$ cat config.mk
export PLATFORM = sky130hd
export DESIGN_NAME = cpu16_instruction_execute_flat
export DESIGN_NICKNAME = d
export VERILOG_FILES = /design/src/design/c16ie_pkg.sv /design/src/design/c16ie_if.sv /design/src/design/c16ie_alu.sv /design/src/design/cpu16_instruction_execute.sv /design/src/flat_wrapper.sv
export SDC_FILE = /design/constraint.sdc
export NUM_CORES = 2
export LEC_CHECK = 0
export ABC_AREA = 1
export BUFFER_PORTS_ARGS = -buffer_cell sky130_fd_sc_hd__buf_4
export CORE_ASPECT_RATIO = 1.25
export CORE_MARGIN = 3
export CORE_UTILIZATION = 59
export CTS_CLUSTER_SIZE = 24
export DETAILED_ROUTE_END_ITERATION = 10
export PLACE_DENSITY_LB_ADDON = 0.2
export SYNTH_ARGS = -nofsm -noshare
export SYNTH_HDL_FRONTEND = slang
export SYNTH_HIERARCHICAL = 1
export SYNTH_SLANG_ARGS = --single-unit
export TNS_END_PERCENT = 100
$ cat constraint.sdc
create_clock -name i_clk -period 6.7 [get_ports i_clk]
set_input_delay 1.005 -clock i_clk [delete_from_list [all_inputs] [get_ports i_clk]]
set_output_delay 1.005 -clock i_clk [all_outputs]
set_load 0.005 [all_outputs]
$ cat src/design/c16ie_pkg.sv
package c16ie_pkg;

    typedef logic [15:0] t_word;
    typedef logic [11:0] t_prefix;
    typedef logic [3:0]  t_ridx;

    typedef struct packed {
        logic z;
        logic s;
        logic c;
        logic v;
    } t_flags;

    // Everything one instruction produces: result fields and next state.
    typedef struct packed {
        t_word   next_pc;
        logic    wb_en;
        t_ridx   wb_idx;
        t_word   wb_val;
        t_flags  flags;
        logic    undef;
        t_prefix prefix;
    } t_exec_res;

    // Opcode groups (top nibble of the opcode byte)
    localparam logic [3:0] OpGrpPrefix = 4'h1;
    localparam logic [3:0] OpGrpAluReg = 4'h2;
    localparam logic [3:0] OpGrpAluImm = 4'h3;
    localparam logic [3:0] OpGrpBranch = 4'h4;
    localparam logic [3:0] OpGrpMove   = 4'h5;

    // ALU functions (low nibble of the opcode byte)
    localparam logic [3:0] FnMov   = 4'h0;
    localparam logic [3:0] FnAdd   = 4'h1;
    localparam logic [3:0] FnAdc   = 4'h2;
    localparam logic [3:0] FnSub   = 4'h3;
    localparam logic [3:0] FnSbb   = 4'h4;
    localparam logic [3:0] FnAnd   = 4'h5;
    localparam logic [3:0] FnOr    = 4'h6;
    localparam logic [3:0] FnXor   = 4'h7;
    localparam logic [3:0] FnMul   = 4'h8;
    localparam logic [3:0] FnMulu  = 4'h9;
    localparam logic [3:0] FnRorn  = 4'ha;
    localparam logic [3:0] FnRoln  = 4'hb;
    localparam logic [3:0] FnCmp   = 4'hc;
    localparam logic [3:0] FnTest  = 4'hd;
    localparam logic [3:0] FnUmulu = 4'he;
    localparam logic [3:0] FnBswap = 4'hf;

    // Branch-and-link sits on the last branch code
    localparam logic [3:0] FnLink = 4'hf;

    // Condition codes
    localparam logic [3:0] CondZ   = 4'h0;
    localparam logic [3:0] CondNz  = 4'h1;
    localparam logic [3:0] CondS   = 4'h2;
    localparam logic [3:0] CondNs  = 4'h3;
    localparam logic [3:0] CondC   = 4'h4;
    localparam logic [3:0] CondNc  = 4'h5;
    localparam logic [3:0] CondV   = 4'h6;
    localparam logic [3:0] CondNv  = 4'h7;
    localparam logic [3:0] CondLt  = 4'h8;
    localparam logic [3:0] CondLe  = 4'h9;
    localparam logic [3:0] CondGt  = 4'ha;
    localparam logic [3:0] CondGe  = 4'hb;
    localparam logic [3:0] CondLeu = 4'hc;
    localparam logic [3:0] CondGtu = 4'hd;

    localparam t_ridx LinkReg = 4'd15;
    localparam t_word PcStep  = 16'd2;

    function automatic logic cond_holds(input logic [3:0] code, input t_flags f);
        logic ne;
        logic hit;
        ne = f.v ^ f.s;
        unique case (code)
            CondZ:   hit = f.z;
            CondNz:  hit = !f.z;
            CondS:   hit = f.s;
            CondNs:  hit = !f.s;
            CondC:   hit = f.c;
            CondNc:  hit = !f.c;
            CondV:   hit = f.v;
            CondNv:  hit = !f.v;
            CondLt:  hit = ne;
            CondLe:  hit = f.z || ne;
            CondGt:  hit = !f.z && !ne;
            CondGe:  hit = !ne;
            CondLeu: hit = f.c || f.z;
            CondGtu: hit = !f.c && !f.z;
            default: hit = 1'b1;
        endcase
        return hit;
    endfunction

endpackage

$ cat src/design/c16ie_if.sv
interface c16ie_instr_if;
    import c16ie_pkg::*;
    logic  valid;
    logic  ready;
    t_word instr_word;

    modport source (output valid, output instr_word, input ready);
    modport sink   (input valid, input instr_word, output ready);
endinterface

interface c16ie_result_if;
    import c16ie_pkg::*;
    logic  valid;
    logic  ready;
    t_word next_pc;
    logic  wb_enable;
    t_ridx wb_index;
    t_word wb_value;
    logic  flag_zero;
    logic  flag_sign;
    logic  flag_carry;
    logic  flag_overflow;
    logic  undefined_op;

    modport source (output valid, output next_pc, output wb_enable, output wb_index,
                    output wb_value, output flag_zero, output flag_sign,
                    output flag_carry, output flag_overflow, output undefined_op,
                    input ready);
    modport sink   (input valid, input next_pc, input wb_enable, input wb_index,
                    input wb_value, input flag_zero, input flag_sign,
                    input flag_carry, input flag_overflow, input undefined_op,
                    output ready);
endinterface

$ cat src/design/c16ie_alu.sv
module c16ie_alu (
    input  c16ie_pkg::t_word     i_instr_word,
    input  c16ie_pkg::t_word     i_rd_val,
    input  c16ie_pkg::t_word     i_rs_val,
    input  c16ie_pkg::t_word     i_pc,
    input  c16ie_pkg::t_prefix   i_prefix,
    input  c16ie_pkg::t_flags    i_flags,
    output c16ie_pkg::t_exec_res o_res
);
    import c16ie_pkg::*;

    logic [3:0]         grp;
    logic [3:0]         fn;
    t_ridx              rd;
    t_word              imm;
    t_word              opb;
    logic               cin_add;
    logic               cin_sub;
    logic [16:0]        sum17;
    logic [16:0]        bc17;
    logic [16:0]        diff17;
    t_word              logic_res;
    logic               mul_signed;
    logic [16:0]        mul_a;
    logic [16:0]        mul_b;
    logic signed [33:0] prod;
    t_word              pc_inc;
    t_word              br_base;
    t_word              br_target;
    logic               wr_req;
    t_ridx              wr_idx;
    t_word              wr_val;

    assign grp = i_instr_word[15:12];
    assign fn  = i_instr_word[11:8];
    assign rd  = i_instr_word[7:4];
    assign imm = {i_prefix, i_instr_word[3:0]};
    assign opb = (grp == OpGrpAluImm) ? imm : i_rs_val;

    assign cin_add = (fn == FnAdc) & i_flags.c;
    assign cin_sub = (fn == FnSbb) & i_flags.c;
    assign sum17   = {1'b0, i_rd_val} + {1'b0, opb} + {16'b0, cin_add};
    assign bc17    = {1'b0, opb} + {16'b0, cin_sub};
    assign diff17  = {1'b0, i_rd_val} - bc17;

    always_comb begin
        case (fn)
            FnOr:    logic_res = i_rd_val | opb;
            FnXor:   logic_res = i_rd_val ^ opb;
            default: logic_res = i_rd_val & opb;
        endcase
    end

    // One 17x17 signed multiplier covers both signed and unsigned products
    assign mul_signed = (fn == FnMulu);
    assign mul_a      = {mul_signed & i_rd_val[15], i_rd_val};
    assign mul_b      = {mul_signed & opb[15], opb};
    assign prod       = $signed(mul_a) * $signed(mul_b);

    assign pc_inc    = i_pc + PcStep;
    // Link writes r15 before the target read, so r15 as base sees the pc
    assign br_base   = (fn == FnLink && rd == LinkReg) ? i_pc : i_rd_val;
    assign br_target = br_base + imm;

    always_comb begin
        o_res         = '0;
        o_res.next_pc = pc_inc;
        o_res.flags   = i_flags;
        wr_req        = 1'b0;
        wr_idx        = rd;
        wr_val        = '0;

        unique case (grp)
            OpGrpPrefix: begin
                o_res.prefix = i_instr_word[11:0];
            end
            OpGrpAluReg, OpGrpAluImm: begin
                unique case (fn) inside
                    FnMov: begin
                        wr_req = 1'b1;
                        wr_val = opb;
                    end
                    FnAdd, FnAdc: begin
                        o_res.flags.z = (sum17[15:0] == 16'd0);
                        o_res.flags.s = sum17[15];
                        o_res.flags.c = sum17[16];
                        o_res.flags.v = !(i_rd_val[15] ^ opb[15]) & (opb[15] ^ sum17[15]);
                        wr_req = 1'b1;
                        wr_val = sum17[15:0];
                    end
                    FnSub, FnSbb, FnCmp: begin
                        o_res.flags.z = (diff17[15:0] == 16'd0);
                        o_res.flags.s = diff17[15];
                        o_res.flags.c = diff17[16];
                        o_res.flags.v = (i_rd_val[15] ^ opb[15]) & !(opb[15] ^ diff17[15]);
                        wr_req = (fn != FnCmp);
                        wr_val = diff17[15:0];
                    end
                    FnAnd, FnOr, FnXor, FnTest: begin
                        o_res.flags.z = (logic_res == 16'd0);
                        o_res.flags.s = logic_res[15];
                        o_res.flags.c = 1'b0;
                        wr_req = (fn != FnTest);
                        wr_val = logic_res;
                    end
                    FnMul, FnMulu, FnUmulu: begin
                        o_res.flags.z = (prod[15:0] == 16'd0);
                        o_res.flags.s = prod[15];
                        o_res.flags.c = 1'b0;
                        wr_req = 1'b1;
                        wr_val = (fn == FnMul) ? prod[15:0] : prod[31:16];
                    end
                    FnRorn: begin
                        wr_req = 1'b1;
                        wr_val = {opb[3:0], opb[15:4]};
                    end
                    FnRoln: begin
                        wr_req = 1'b1;
                        wr_val = {opb[11:0], opb[15:12]};
                    end
                    FnBswap: begin
                        wr_req = 1'b1;
                        wr_val = {opb[7:0], opb[15:8]};
                    end
                endcase
            end
            OpGrpBranch: begin
                if (fn == FnLink) begin
                    wr_req = 1'b1;
                    wr_idx = LinkReg;
                    wr_val = i_pc;
                end
                if (fn == FnLink || cond_holds(fn, i_flags)) begin
                    o_res.next_pc = br_target;
                end
            end
            OpGrpMove: begin
                wr_req = cond_holds(fn, i_flags);
                wr_val = i_rs_val;
            end
            default: begin
                o_res.undef   = 1'b1;
                o_res.next_pc = i_pc;
                o_res.prefix  = i_prefix;
            end
        endcase

        // r0 is hardwired: writes to it vanish
        if (wr_req && wr_idx != 4'd0) begin
            o_res.wb_en  = 1'b1;
            o_res.wb_idx = wr_idx;
            o_res.wb_val = wr_val;
        end
    end

endmodule

$ cat src/design/cpu16_instruction_execute.sv
// An accepted instruction goes through the input stage and then the result register.
// Throughput: one instruction per cycle; the execute stage (ALU, 17x17 multiplier, flag
//   and pc update) is combinational on operands read as the transaction is taken,
//   so only a result held by the sink stalls the input.
// Reset (synchronous, active low): pc, prefix, flags and both pipeline stages clear;
//   the register file valid bits clear so every register reads as zero at once.
module cpu16_instruction_execute #(
    parameter int unsigned NUM_REGS = 16
) (
    input  logic                  i_clk,
    input  logic                  i_rst_n,
    c16ie_instr_if.sink           i_instr,
    c16ie_result_if.source        o_result
);
    import c16ie_pkg::*;

    localparam int unsigned IdxW = $clog2(NUM_REGS);

    // Input stage: instruction word plus the registered register file read data
    logic                 r_in_valid;
    t_word                r_instr;
    t_word                r_rd_val;
    t_word                r_rs_val;

    // Architectural state other than the register file
    t_word                r_pc;
    t_prefix              r_prefix;
    t_flags               r_flags;

    // Register file: a small memory with one valid bit per entry
    t_word                r_mem [NUM_REGS];
    logic [NUM_REGS-1:0]  r_mem_vld;

    // Output stage
    logic                 r_out_valid;
    t_exec_res            r_out;

    t_exec_res            exec_res;
    logic                 in_accept;
    logic                 advance;
    logic                 wr_en;
    logic [IdxW-1:0]      wr_idx;
    logic [IdxW-1:0]      rd_addr;
    logic [IdxW-1:0]      rs_addr;

    // Execute whenever an instruction waits and the result register is free
    // or being emptied this cycle.
    assign advance   = r_in_valid && (!r_out_valid || o_result.ready);
    assign in_accept = i_instr.valid && i_instr.ready;
    assign i_instr.ready = !r_in_valid || advance;

    assign wr_en   = advance && exec_res.wb_en;
    assign wr_idx  = IdxW'(exec_res.wb_idx);
    assign rd_addr = IdxW'(i_instr.instr_word[7:4]);
    assign rs_addr = IdxW'(i_instr.instr_word[3:0]);

    c16ie_alu u_alu (
        .i_instr_word (r_instr),
        .i_rd_val     (r_rd_val),
        .i_rs_val     (r_rs_val),
        .i_pc         (r_pc),
        .i_prefix     (r_prefix),
        .i_flags      (r_flags),
        .o_res        (exec_res)
    );

    // Input stage control
    always_ff @(posedge i_clk) begin
        if (!i_rst_n) begin
            r_in_valid <= 1'b0;
        end else if (in_accept) begin
            r_in_valid <= 1'b1;
        end else if (advance) begin
            r_in_valid <= 1'b0;
        end
    end

    // Read both operands as the transaction is taken. A new transaction is only
    // taken on a cycle where the older one executes (or none is waiting), so the
    // only write that can overtake the read is the one on the same edge: forward it.
    always_ff @(posedge i_clk) begin
        if (in_accept) begin
            r_instr <= i_instr.instr_word;
            if (wr_en && wr_idx == rd_addr) begin
                r_rd_val <= exec_res.wb_val;
            end else begin
                r_rd_val <= r_mem_vld[rd_addr] ? r_mem[rd_addr] : '0;
            end
            if (wr_en && wr_idx == rs_addr) begin
                r_rs_val <= exec_res.wb_val;
            end else begin
                r_rs_val <= r_mem_vld[rs_addr] ? r_mem[rs_addr] : '0;
            end
        end
    end

    // Register file write port; r0 is never written so it always reads zero
    always_ff @(posedge i_clk) begin
        if (wr_en) begin
            r_mem[wr_idx] <= exec_res.wb_val;
        end
    end

    always_ff @(posedge i_clk) begin
        if (!i_rst_n) begin
            r_mem_vld <= '0;
        end else if (wr_en) begin
            r_mem_vld[wr_idx] <= 1'b1;
        end
    end

    // Commit pc, prefix and flags as the instruction executes
    always_ff @(posedge i_clk) begin
        if (!i_rst_n) begin
            r_pc     <= '0;
            r_prefix <= '0;
            r_flags  <= '0;
        end else if (advance) begin
            r_pc     <= exec_res.next_pc;
            r_prefix <= exec_res.prefix;
            r_flags  <= exec_res.flags;
        end
    end

    // Result register: hold until the sink takes the transaction
    always_ff @(posedge i_clk) begin
        if (!i_rst_n) begin
            r_out_valid <= 1'b0;
        end else if (advance) begin
            r_out_valid <= 1'b1;
        end else if (o_result.ready) begin
            r_out_valid <= 1'b0;
        end
    end

    always_ff @(posedge i_clk) begin
        if (advance) begin
            r_out <= exec_res;
        end
    end

    assign o_result.valid         = r_out_valid;
    assign o_result.next_pc       = r_out.next_pc;
    assign o_result.wb_enable     = r_out.wb_en;
    assign o_result.wb_index      = r_out.wb_idx;
    assign o_result.wb_value      = r_out.wb_val;
    assign o_result.flag_zero     = r_out.flags.z;
    assign o_result.flag_sign     = r_out.flags.s;
    assign o_result.flag_carry    = r_out.flags.c;
    assign o_result.flag_overflow = r_out.flags.v;
    assign o_result.undefined_op  = r_out.undef;

endmodule

$ cat src/flat_wrapper.sv
// flat-port wrapper written by rule: the top's interface ports become plain ports
module cpu16_instruction_execute_flat import c16ie_pkg::*;
#(
    parameter int unsigned NUM_REGS = 16
)
  (i_clk, i_rst_n, i_instr_valid, i_instr_instr_word, i_instr_ready, o_result_valid, o_result_next_pc, o_result_wb_enable, o_result_wb_index, o_result_wb_value, o_result_flag_zero, o_result_flag_sign, o_result_flag_carry, o_result_flag_overflow, o_result_undefined_op, o_result_ready);
  c16ie_instr_if i_instr_i ();
  c16ie_result_if o_result_i ();
  input  logic i_clk;
  input  logic i_rst_n;
  input wire logic [$bits(i_instr_i.valid)-1:0] i_instr_valid;
  input wire logic [$bits(i_instr_i.instr_word)-1:0] i_instr_instr_word;
  output wire logic [$bits(i_instr_i.ready)-1:0] i_instr_ready;
  output wire logic [$bits(o_result_i.valid)-1:0] o_result_valid;
  output wire logic [$bits(o_result_i.next_pc)-1:0] o_result_next_pc;
  output wire logic [$bits(o_result_i.wb_enable)-1:0] o_result_wb_enable;
  output wire logic [$bits(o_result_i.wb_index)-1:0] o_result_wb_index;
  output wire logic [$bits(o_result_i.wb_value)-1:0] o_result_wb_value;
  output wire logic [$bits(o_result_i.flag_zero)-1:0] o_result_flag_zero;
  output wire logic [$bits(o_result_i.flag_sign)-1:0] o_result_flag_sign;
  output wire logic [$bits(o_result_i.flag_carry)-1:0] o_result_flag_carry;
  output wire logic [$bits(o_result_i.flag_overflow)-1:0] o_result_flag_overflow;
  output wire logic [$bits(o_result_i.undefined_op)-1:0] o_result_undefined_op;
  input wire logic [$bits(o_result_i.ready)-1:0] o_result_ready;
  assign i_instr_i.valid = i_instr_valid;
  assign i_instr_i.instr_word = i_instr_instr_word;
  assign i_instr_ready = i_instr_i.ready;
  assign o_result_valid = o_result_i.valid;
  assign o_result_next_pc = o_result_i.next_pc;
  assign o_result_wb_enable = o_result_i.wb_enable;
  assign o_result_wb_index = o_result_i.wb_index;
  assign o_result_wb_value = o_result_i.wb_value;
  assign o_result_flag_zero = o_result_i.flag_zero;
  assign o_result_flag_sign = o_result_i.flag_sign;
  assign o_result_flag_carry = o_result_i.flag_carry;
  assign o_result_flag_overflow = o_result_i.flag_overflow;
  assign o_result_undefined_op = o_result_i.undefined_op;
  assign o_result_i.ready = o_result_ready;
  cpu16_instruction_execute #(.NUM_REGS(NUM_REGS)) u_core (.i_clk(i_clk), .i_rst_n(i_rst_n), .i_instr(i_instr_i), .o_result(o_result_i));
endmodule
==> results.py <==
metrics = {
    "power": {
        "seq_power_share_pct": 17.3,
        "power-per-cell-area_nw_per_um2": 381,
        "leakage_nw": 20.2,
        "p_switching_w": 0.00707,
        "p_clk_share_pct": 14.8,
        "internal_power_w": 0.00899,
        "p_sw_share_pct": 44.0,
        "combPwrFrac_pct": 67.9,
        "vdd_drop_max_mv": 0.670,
    },
    "min_path": {
        "hold_path_end": "u_core/r_mem_vld[6]",
        "hold_depth": 2,
        "hp-start": "u_core/r_mem_vld[6]",
        "hold_path_class": "register to register",
    },
    "floorplan": {
        "rows": 100,
        "core-area_um2": 59800,
        "start_util_pct": 59.8,
        "dieWidth_um": 226,
        "die-height_um": 281,
        "dieArea_um2": 63600,
        "ios": 64,
    },
    "synthesis": {
        "syn_area_per_cell_um2": 7.74,
        "synth_fp_nets": 5086,
        "yosysTopAreaCell": "edfxtp_1",
        "synth_cell_types": 54,
        "netlist_instances": 4619,
        "yosysWarnings": 6,
        "synthFlopType": "edfxtp_1",
        "synth.most_common_cell": "nand2_1",
        "synth_common_cells": "nand2_1, inv_1, nand3_1, nor2_1, edfxtp_1",
        "synth_edf_count": 346,
        "ys_seq_area_share_pct": 31.9,
        "async_reset_ff_share_pct": 0,
        "synth_top_cell_area_share_pct": 29.1,
        "synth_area_leaders": "edfxtp_1, fa_1, nand2_1, nand3_1, inv_1",
        "syn_area_um2": 35700,
        "synth_seq_cells": 396,
    },
    "worst_setup_path": {
        "crit_required_ps": 6990,
        "rrSetupSlack_ps": -510,
        "cp_slowest_stage_delay_ps": 570,
        "cp_top_family": "adder cells",
        "path_buf_inv": 10,
        "worstPathMaxFanout": 17,
        "crit_path_frequent_cell": "fa_1",
        "start_kind": "register",
        "worstSetupEndpointType": "register",
        "ff2ff_path_depth": 32,
        "slowest_stage": "fa_1",
        "r2r_start": "u_core/r_instr[14]",
        "reg2reg_to": "u_core/r_mem[13][8]",
        "arrival_ps": 7500,
        "crit_type": "register to register",
    },
    "detailed_routing": {
        "drc": 0,
        "postRouteWirelength_mm": 131,
        "antenna_left": 0,
        "firstDrtPassIters": 6,
        "drt_iter0_markers": 3911,
        "vias": 34000,
        "wl_per_cell_um": 22.9,
        "vias_per_cell": 5.94,
    },
    "timing": {
        "clock_skew_ps": 29.1,
        "relSlewSlack_pct": 18.7,
        "setup_tns_ps": -98690,
        "post-route-period-util_pct": 108,
        "rsz0062_at_grt": "true",
        "hold_viol_final": 0,
        "finalMaxSlewViolations": 0,
        "worst_pin_slew_ps": 1220,
        "fin_ws_ps": -507,
        "max_freq_mhz": 139,
        "setup_viol_count_final": 306,
        "min_period_ps": 7210,
    },
    "finish": {
        "num_antenna_cells": 0,
        "fillers": 4722,
        "area_growth_pct": 17.9,
        "nets": 5404,
        "layout-drive-gt1-share_pct": 15.6,
        "design_area_um2": 42100,
    },
    "place": {
        "place_area_um2": 39600,
        "globalplace.congestion": 1.05,
        "dpl.hpwl_mm": 95.6,
        "port_buffers": 63,
    },
    "clock_tree": {
        "clk_latency_ps": 560,
        "path_clk_slew_ps": 70,
        "numCtsBuffers": 37,
        "clock-root-buffer": "clkbuf_16",
        "ctsHoldBuffers": 0,
        "clock-sinks": 396,
        "cts.path.max_buffers": 3,
        "cts-htree-levels": 2,
        "cts_tree": "done",
    },
    "grt": {
        "grt_usage_pct": 40.9,
        "grt_pass1_vias": 33400,
        "grt_max_degree": 77,
        "grt_pass1_wl_mm": 195,
        "antenna_found_initial": 0,
        "grt_overflow": 0,
    },
    "job": {
        "max_cap_violations": 0,
    },
    "run_status": {
        "violations": "setup timing",
        "status": "finished with violations",
    },
}
## how the worst max path moves through the flow
| stage | from | to | slack, ps | cells after the start |
|---|---|---|---|---|
| final | u_core/r_instr[14] | u_core/r_mem[13][8] | -510 | 32 |
| after global routing | u_core/r_instr[14] | u_core/r_rs_val[15] | -680 | 33 |
| after CTS | u_core/r_instr[15] | u_core/r_mem[12][8] | -430 | 35 |
| after detailed placement | u_core/r_instr[14] | u_core/r_mem[0][15] | -850 | 31 |
| after global placement | u_core/r_instr[10] | u_core/r_mem[0][15] | -850 | 29 |
| after floorplan | u_core/r_instr[14] | u_core/r_rd_val[7] | -10 | 34 |
## per-layer routing
layer	up-vias	track usage, %	wire [µm]
met2	2156	67.0	60900
met4	0	36.7	14900
met3	738	8.19	12600
li1	15300	-	-
met5	-	0	0
met1	15800	45.1	42900
## repair_timing
| item | 4_1_cts | 5_1_grt |
|---|---|---|
| setup endpoints to repair | 306 | 308 |
| setup buffers | 14 | 15 |
| resized for setup | 118 | 84 |
| pin swaps | 47 | 44 |
| cloned | 2 | 1 |
## kinds of logic after synthesis
logic type / Yosys count / share of synthesized area [%]
XOR/XNOR: 61 / 1.49
flip-flops: 396 / 31.9
buffers and inverters: 1057 / 11.6
AND/OR/NAND/NOR: 2246 / 26.5
adder cells (fa/ha/maj): 447 / 21.7
AO/OA/AOI/OAI: 412 / 6.82
## power by group through the flow
stage	combinational (W)	clock [W]	sequential, W
2_1_floorplan	0.00509	0	0.00281
3_3_place_gp	0.00911	0	0.00283
3_5_place_dp	0.00919	0	0.00283
4_1_cts	0.00997	0.00239	0.00278
5_1_grt	0.0118	0.00248	0.00278
6_report	0.0109	0.00237	0.00278
## tightest hold or removal path, stage by stage, from the launching register on
cell	delay (ps)
dfxtp_1	320
nor2_1	50
nor2_1	70
## per-stage QoR
stage | setup slack [ps] | hold WS (ps) | util (%) | cells | total power, W
floorplan | -14.9 | 440 | - | 4619 | 0.00789
global placement | -854 | 452 | 66.3 | 5631 | 0.0119
detailed placement | -847 | 458 | 66.3 | 5631 | 0.0120
CTS | -428 | 473 | 69.7 | 5713 | 0.0151
global route | -678 | 495 | 70.5 | 5729 | 0.0171
finish | -507 | 467 | 70.5 | 5729 | 0.0161
## cells in the final DEF, fill, tap and decap left out, types with 11 or more instances in the layout
| cell type | count |
|---|---|
| clkinv_1 | 18 |
| edfxtp_1 | 346 |
| nor3_2 | 12 |
| nand2_2 | 34 |
| buf_12 | 24 |
| o21ai_1 | 22 |
| nand2_1 | 1102 |
| clkbuf_16 | 39 |
| dfxtp_1 | 50 |
| nor2_2 | 23 |
| ha_1 | 138 |
| buf_4 | 439 |
| ha_4 | 18 |
| fa_1 | 277 |
| inv_1 | 810 |
| xor2_1 | 43 |
| a22oi_1 | 12 |
| inv_2 | 26 |
| o21ai_0 | 126 |
| nand3_1 | 607 |
| o22ai_1 | 41 |
| xnor2_1 | 17 |
| a21oi_4 | 18 |
| buf_6 | 12 |
| a21oi_1 | 85 |
| nor2_4 | 11 |
| nand4_1 | 29 |
| nor2_1 | 359 |
| o221ai_1 | 17 |
| nand3_2 | 16 |
| nor3_1 | 23 |
## registers in the layout (all words and copies together), names as in the netlist, 4 cells and up
signal	count
u_core/o_result.next_pc	16
u_core/o_result.wb_index	4
u_core/o_result.wb_value	16
u_core/r_flags	4
u_core/r_instr	16
u_core/r_mem	256
u_core/r_mem_vld	16
u_core/r_pc	16
u_core/r_prefix	12
u_core/r_rd_val	16
u_core/r_rs_val	16
## cell type report
cell class	count	area, µm²	area share (%)
sequential	396	11400	27.0
timing repair buffer	479	4010	9.51
clock inverter	28	410	0.974
tap	765	957	2.27
clock buffer	38	951	2.26
multi-input combinational	3166	21200	50.3
inverter	857	3240	7.68
Note: power is estimated with default switching activity, not from simulation.
